File: config.mk
export PLATFORM = sky130hd
export DESIGN_NAME = c3vs_window
export DESIGN_NICKNAME = d
export VERILOG_FILES = /design/src/sv/c3vs_pkg.sv /design/src/sv/c3vs_line_store.sv /design/src/sv/c3vs_window.sv
export SDC_FILE = /design/constraint.sdc
export NUM_CORES = 1
export LEC_CHECK = 0
export BUFFER_PORTS_ARGS = -buffer_cell sky130_fd_sc_hd__clkbuf_2
export CORE_ASPECT_RATIO = 1.25
export CORE_MARGIN = 2
export CORE_UTILIZATION = 55
export CTS_CLUSTER_DIAMETER = 120
export DETAILED_ROUTE_END_ITERATION = 8
export HOLD_SLACK_MARGIN = 0.12
export PLACE_DENSITY = 0.77
export SLEW_MARGIN = 15
export SYNTH_ARGS = -nofsm -noshare
export SYNTH_HDL_FRONTEND = slang
export SYNTH_SLANG_ARGS = --single-unit
File: constraint.sdc
create_clock -name clock -period 15.9 [get_ports clock]
set_input_delay 1.59 -clock clock [delete_from_list [all_inputs] [get_ports clock]]
set_output_delay 1.59 -clock clock [all_outputs]
set_load 0.03 [all_outputs]
File: src/sv/c3vs_pkg.sv
`timescale 1ns / 1ps

package c3vs_pkg;

   // Field widths.
   localparam int PIX_W      = 16;
   localparam int COEF_W     = 48;
   localparam int KSIZE      = 3;
   localparam int TAPS       = KSIZE * KSIZE;
   localparam int PROD_W     = 2 * PIX_W;
   localparam int ROWSUM_W   = PROD_W + 2;
   localparam int SUM_W      = 40;
   localparam int TAG_W      = 12;
   localparam int BIAS_SHIFT = 8;
   localparam int CSR_IDX_W  = 2;

   // Default image size.
   localparam int IMG_WIDTH_DEF  = 8;
   localparam int IMG_HEIGHT_DEF = 8;

   // Register indexes.
   localparam logic [CSR_IDX_W-1:0] CSR_COEF_TOP = 2'd0;
   localparam logic [CSR_IDX_W-1:0] CSR_COEF_MID = 2'd1;
   localparam logic [CSR_IDX_W-1:0] CSR_COEF_BOT = 2'd2;
   localparam logic [CSR_IDX_W-1:0] CSR_BIAS     = 2'd3;

   typedef logic [PIX_W-1:0] pix_type;
   typedef pix_type [TAPS-1:0] win_type;
   typedef logic [KSIZE-1:0][COEF_W-1:0] coef_rows_type;

   // Position tag that travels with each item.
   typedef struct packed {
      logic [TAG_W-1:0] row;
      logic [TAG_W-1:0] col;
      logic             last;
   } tag_type;

endpackage

File: src/sv/c3vs_line_store.sv
`timescale 1ns / 1ps

module c3vs_line_store #(
   parameter int DEPTH = c3vs_pkg::IMG_WIDTH_DEF,
   parameter int WIDTH = 2 * c3vs_pkg::PIX_W
) (
   input  logic                     clock,
   input  logic                     wr_en,
   input  logic [$clog2(DEPTH)-1:0] wr_addr,
   input  logic [WIDTH-1:0]         wr_data,
   input  logic [$clog2(DEPTH)-1:0] rd_addr,
   output logic [WIDTH-1:0]         rd_data
);

   logic [WIDTH-1:0] mem_ff [DEPTH];
   logic [WIDTH-1:0] rd_data_ff;

   // One write port and one registered read port.
   always_ff @(posedge clock) begin
      if (wr_en) begin
         mem_ff[wr_addr] <= wr_data;
      end
      rd_data_ff <= mem_ff[rd_addr];
   end

   assign rd_data = rd_data_ff;

endmodule

File: src/sv/c3vs_window.sv
`timescale 1ns / 1ps

module c3vs_window #(
   parameter int IMG_WIDTH  = c3vs_pkg::IMG_WIDTH_DEF,
   parameter int IMG_HEIGHT = c3vs_pkg::IMG_HEIGHT_DEF
) (
   input  logic                    clock,
   input  logic                    reset,
   input  logic                    in_valid,
   output logic                    in_stall,
   input  logic [c3vs_pkg::PIX_W-1:0] pixel,
   input  logic                    down_ready,
   output logic                    win_valid,
   output c3vs_pkg::win_type       win,
   output c3vs_pkg::tag_type       tag
);

   localparam int COL_W = $clog2(IMG_WIDTH);
   localparam int ROW_W = $clog2(IMG_HEIGHT);
   localparam int K     = c3vs_pkg::KSIZE;
   localparam int PW    = c3vs_pkg::PIX_W;

   logic [COL_W-1:0] col_count_ff, col_count_in;
   logic [ROW_W-1:0] row_count_ff, row_count_in;
   logic             accept;
   logic             col_last;
   logic             row_last;
   logic             complete;
   logic [2*PW-1:0]  rd_data;
   logic [COL_W-1:0] rd_addr;

   c3vs_pkg::pix_type column [K];
   c3vs_pkg::pix_type wreg_ff [K][2];

   logic              win_valid_ff;
   c3vs_pkg::win_type win_ff, win_in;
   c3vs_pkg::tag_type tag_ff, tag_in;

   // Stage is free when empty or when the next stage takes its item.
   assign in_stall = win_valid_ff && !down_ready;
   assign accept   = in_valid && !in_stall;

   // Raster position of the next pixel.
   assign col_last = (col_count_ff == COL_W'(IMG_WIDTH - 1));
   assign row_last = (row_count_ff == ROW_W'(IMG_HEIGHT - 1));

   always_comb begin
      col_count_in = col_count_ff;
      row_count_in = row_count_ff;
      if (accept) begin
         if (col_last) begin
            col_count_in = '0;
            row_count_in = row_last ? '0 : row_count_ff + ROW_W'(1);
         end else begin
            col_count_in = col_count_ff + COL_W'(1);
         end
      end
   end

   always_ff @(posedge clock) begin
      if (reset) begin
         col_count_ff <= '0;
         row_count_ff <= '0;
      end else begin
         col_count_ff <= col_count_in;
         row_count_ff <= row_count_in;
      end
   end

   // Line store: low half is the row two above, high half the row above.
   // The read runs one column ahead so data is ready when the pixel comes.
   assign rd_addr = col_count_in;

   c3vs_line_store #(
      .DEPTH (IMG_WIDTH),
      .WIDTH (2 * PW)
   ) u_line_store (
      .clock   (clock),
      .wr_en   (accept),
      .wr_addr (col_count_ff),
      .wr_data ({pixel, rd_data[2*PW-1:PW]}),
      .rd_addr (rd_addr),
      .rd_data (rd_data)
   );

   // Newest column of the window, top first.
   always_comb begin
      column[0] = rd_data[PW-1:0];
      column[1] = rd_data[2*PW-1:PW];
      column[2] = pixel;
   end

   // Window shift registers for the two older columns.
   always_ff @(posedge clock) begin
      if (accept) begin
         for (int i = 0; i < K; i++) begin
            wreg_ff[i][0] <= wreg_ff[i][1];
            wreg_ff[i][1] <= column[i];
         end
      end
   end

   // Full window and its position tag.
   assign complete = (row_count_ff >= ROW_W'(2)) && (col_count_ff >= COL_W'(2));

   always_comb begin
      for (int i = 0; i < K; i++) begin
         win_in[i*K]     = wreg_ff[i][0];
         win_in[i*K + 1] = wreg_ff[i][1];
         win_in[i*K + 2] = column[i];
      end
      tag_in.row  = c3vs_pkg::TAG_W'(row_count_ff - ROW_W'(2));
      tag_in.col  = c3vs_pkg::TAG_W'(col_count_ff - COL_W'(2));
      tag_in.last = row_last && col_last;
   end

   always_ff @(posedge clock) begin
      if (reset) begin
         win_valid_ff <= 1'b0;
      end else if (!in_stall) begin
         win_valid_ff <= accept && complete;
      end
   end

   always_ff @(posedge clock) begin
      if (accept) begin
         win_ff <= win_in;
         tag_ff <= tag_in;
      end
   end

   assign win_valid = win_valid_ff;
   assign win       = win_ff;
   assign tag       = tag_ff;

endmodule

==> run summary <==
The run finished with clean final reports. The clock passes through at most 3 buffers. In the final layout, the share of cells above drive strength 1 is 23.9%.

By area the synthesized netlist is led by edfxtp_1 (65%), dfxtp_1 (4.1%), a211oi_2 (4.0%). STA classifies the critical path startpoint as an input port. From synthesis to final layout, the design area changed by 12.7%. The run gives 11,480 as the via count of the first global-routing pass. Final routed wirelength across all metal layers: 39,100 microns. The floorplan step defined a core boundary enclosing 33,700 sq um. The number of enable-type register cells in the synthesized netlist is 409.

STA classifies the critical path endpoint as a flip-flop. The number of antenna violations at the first check in global routing is 0. Root buffer cell: clkbuf_16.

The logs give 13,100 sq um for the register area and 35,700 sq um for the overall die area. The remaining max-slew budget at the tightest pin is 20.3%. The final critical path takes up 33.1% of the cycle. The H-tree depth was 2; the count of antenna diodes in the layout was 0. The first TritonRoute pass finished after 5 iterations. The number of clock buffers inserted by TritonCTS was 42; the standard-cell row count was 75. The power density over the cells was 128 nW/um^2; the total congestion overflow was 0.

The run gives 11,660 ps as the register-to-register setup slack. For the wire length of the first global-routing pass, the log shows 61,000 microns. For this run, asynchronously set or reset flops after synthesis account for 0%.

The biggest cell delay along the critical path was 910 ps. The biggest area contributor in the post-synthesis netlist is edfxtp_1. The run gives 1,320 as the post-synthesis cell count. Entering global routing, the biggest net connects 111 pins.

STA puts the critical path data required time at 16,300 ps. The later pin in the worst-skew pair is clocked with a latency of 550 ps. The clock-pin slew of the registers on the worst-case setup and hold paths was 60 ps; the largest fanout of any net on the critical path was 110.

The endpoint of the most critical setup path is u_line_store.rd_data[2]$_DFF_P_. The critical path's most frequent cell is buf_4. The worst-case IR drop observed on VDD is 96.5 uV. Setup repair after global routing left no endpoint under its margin. After legalization and detailed placement, the total HPWL measured 21,500 microns. Across the routed clock network, the largest skew measured is 17.2 ps. The tool flagged a number of max-cap violations equal to 0. Critical path start-end classification: input port to flip-flop. Counting cells, the worst reg-to-reg path comes to 8. The leading cell type by number of instances after synthesis was edfxtp_1. The count of port buffers added during placement is 190. The worst min-delay path class was flip-flop to flip-flop.

The tools report the leakage power as 0.00745 uW. The fraction of post-synthesis cell area in the top cell type by area is 65.2%, and the synthesized net count is 1,352. After layout, the minimum clock period comes to 5260 ps.

Counting flops and latches in the post-synthesis netlist gives 448. Counting instances in the post-synthesis netlist gives the leading cell types as edfxtp_1 (409), o21ai_0 (96), nand2_1 (68). The tools report the post-layout utilization of the core as 63.0%. The data arrival at the endpoint of the critical path was 5660 ps; the upper clock frequency limit was 190 MHz. The multi-input combinational cells in the finished layout cover a total of 4930 sq um. The logs give 0 for the final setup violation count and 1,098 for the number of DRC violations after detailed-routing iteration 0. In this run the count of I/O pins placed on the die edge is 191. The net count of the finished layout is 1,473. For the final routed database, the setup TNS stands at 0 ps.

In this run the post-CTS setup repair buffer count came out at 0. The worst register-to-register path begins at win_valid$_SDFFE_PP0N_. The number of different library cells in the post-synthesis netlist was 38; the number of buffers inserted for hold repair after clock tree synthesis was 0. The clock sink count was 448; the post-layout total power was 2720 uW. For the sequential cell area fraction in the yosys report, the log shows 69.4%. The cell family contributing the most delay on the critical path is buffers and inverters. The mapped netlist covers 18,800 sq um.

The count of pins over their slew limit was 0. TritonCTS built the clock tree. The Yosys warning count was 0; the die boundary height was 211 microns. The critical path goes through buf_4 -> nand2_2 -> buf_4 -> inv_8 -> buf_4 -> o21ai_0 -> a211oi_2 -> a211oi_2. Gates resized during post-CTS repair numbered 0. At the end of routability-driven placement, the weighted congestion stood at 0.739. Across every metal layer, demand over resource in global routing totals 21.7%. The tools report the hold violation count in the final report as 0.

Among all flip-flop cells after synthesis, the most frequent one is edfxtp_1. For the pin with the worst max-slew slack, the measured transition is 1190 ps. The per-cell via count in the routed design is 6.22. Tracing the worst setup path back leads to its startpoint at in_valid. The tools report the number of fill cells in the layout as 2,399. The average wire length per cell after detail routing is 20.6 microns, and the post-route antenna net violation count is 0. The critical path runs through a total of 8 cells. The standard cell with the maximum stage delay on the critical path is buf_4. The endpoint identified for the worst register-to-register timing path is u_line_store.rd_data[27]$_DFF_P_. The die is 169 microns wide.

The number of vias in the routed layout was 11,796; the mean instance size in the synthesized netlist was 14.3 sq um. The initial utilization of the core area, before any placement, comes to 55.9%. Together, buffers and inverters on the worst path number 4. After detailed routing, the number of remaining DRC violations is 0.
==> placed cells by master (no fill, tap or decap), drive strengths merged <==
master | Yosys | layout
edfxtp | 409 | 409
clkbuf | 43 | 236
o21ai | 98 | 98
nand2 | 68 | 68
nand4 | 65 | 65
nand2b | 65 | 65
a22o | 65 | 65
o211ai | 65 | 65
a211oi | 64 | 64
inv | 43 | 44
a21oi | 40 | 40
dfxtp | 39 | 39
nand3 | 34 | 34
a311oi | 33 | 33
mux2i | 32 | 32
o22ai | 32 | 32
buf | 92 | 23
clkinv | 0 | 20
ha | 12 | 12
and3 | 8 | 8
bufinv | 0 | 6
or3 | 3 | 3
clkinvlp | 0 | 3
nor2 | 3 | 3
and2 | 2 | 2
a21boi | 2 | 2
nor3 | 2 | 2
nor2b | 1 | 1
==> metrics by stage <==
| stage | hold WS (ps) | std cells | instance area [sq um] | setup slack [ps] |
|---|---|---|---|---|
| 6_report | 405 | 1897 | 21200 | 10640 |
| 4_1_cts | 405 | 1897 | 21200 | 10660 |
| 5_1_grt | 411 | 1897 | 21200 | 10210 |
| 3_5_place_dp | 390 | 1820 | 19800 | 10100 |
| 3_3_place_gp | 389 | 1820 | 19800 | 10190 |
| 2_1_floorplan | 386 | 1320 | 18800 | 7780 |
==> how the worst min path moves through the flow <==
| stage | cells past startpoint | slack (ps) | from | to |
|---|---|---|---|---|
| 3_5_place_dp | 0 | 390 | u_line_store.rd_data[8]$_DFF_P_ | win[40]$_DFFE_PP_ |
| 6_report | 0 | 400 | u_line_store.rd_data[13]$_DFF_P_ | win[45]$_DFFE_PP_ |
| 3_3_place_gp | 0 | 390 | u_line_store.rd_data[3]$_DFF_P_ | win[35]$_DFFE_PP_ |
| 4_1_cts | 0 | 400 | u_line_store.rd_data[8]$_DFF_P_ | win[40]$_DFFE_PP_ |
| 5_1_grt | 0 | 410 | u_line_store.rd_data[9]$_DFF_P_ | win[41]$_DFFE_PP_ |
| 2_1_floorplan | 0 | 390 | u_line_store.rd_data[0]$_DFF_P_ | win[32]$_DFFE_PP_ |
==> cells by family after synthesis <==
| family | Yosys count | synth area share [%] |
|---|---|---|
| buffers and inverters | 178 | 4.57 |
| flip-flops | 448 | 69.4 |
| multiplexers | 32 | 1.70 |
| AO/OA/AOI/OAI | 399 | 16.2 |
| adder cells (fa/ha/maj) | 12 | 0.798 |
| AND/OR/NAND/NOR | 251 | 7.32 |
==> state kept, by name, indices dropped and copies added (netlist names) <==
name                  cells
tag                       9
win                     140
win_valid                 1
u_line_store.rd_data     32
u_line_store.mem_ff     256
row_count_ff              3
col_count_ff              3
wreg_ff                   4
==> layout make-up <==
| cell class | instances | area share (%) |
|---|---|---|
| multi-input combinational | 694 | 23.2 |
| timing repair buffer | 212 | 5.27 |
| clock inverter | 30 | 1.43 |
| sequential | 448 | 61.6 |
| clock buffer | 47 | 5.14 |
| tap | 423 | 2.50 |
| inverter | 43 | 0.796 |
==> where the power goes <==
group,internal [uW],switching (uW)
Clock,593,422
Sequential,1380,57.8
Combinational,80.6,184
Total,2050,663
==> per-layer routing <==
metal  wire (microns)  vias up  track usage, %
li1                 -     5412               -
met1            15400     5797            27.1
met2            20000      493            37.6
met3             2380       94            3.54
met4             1350        0            9.22
met5                0        -               0
(Power assumes the default switching activity.)
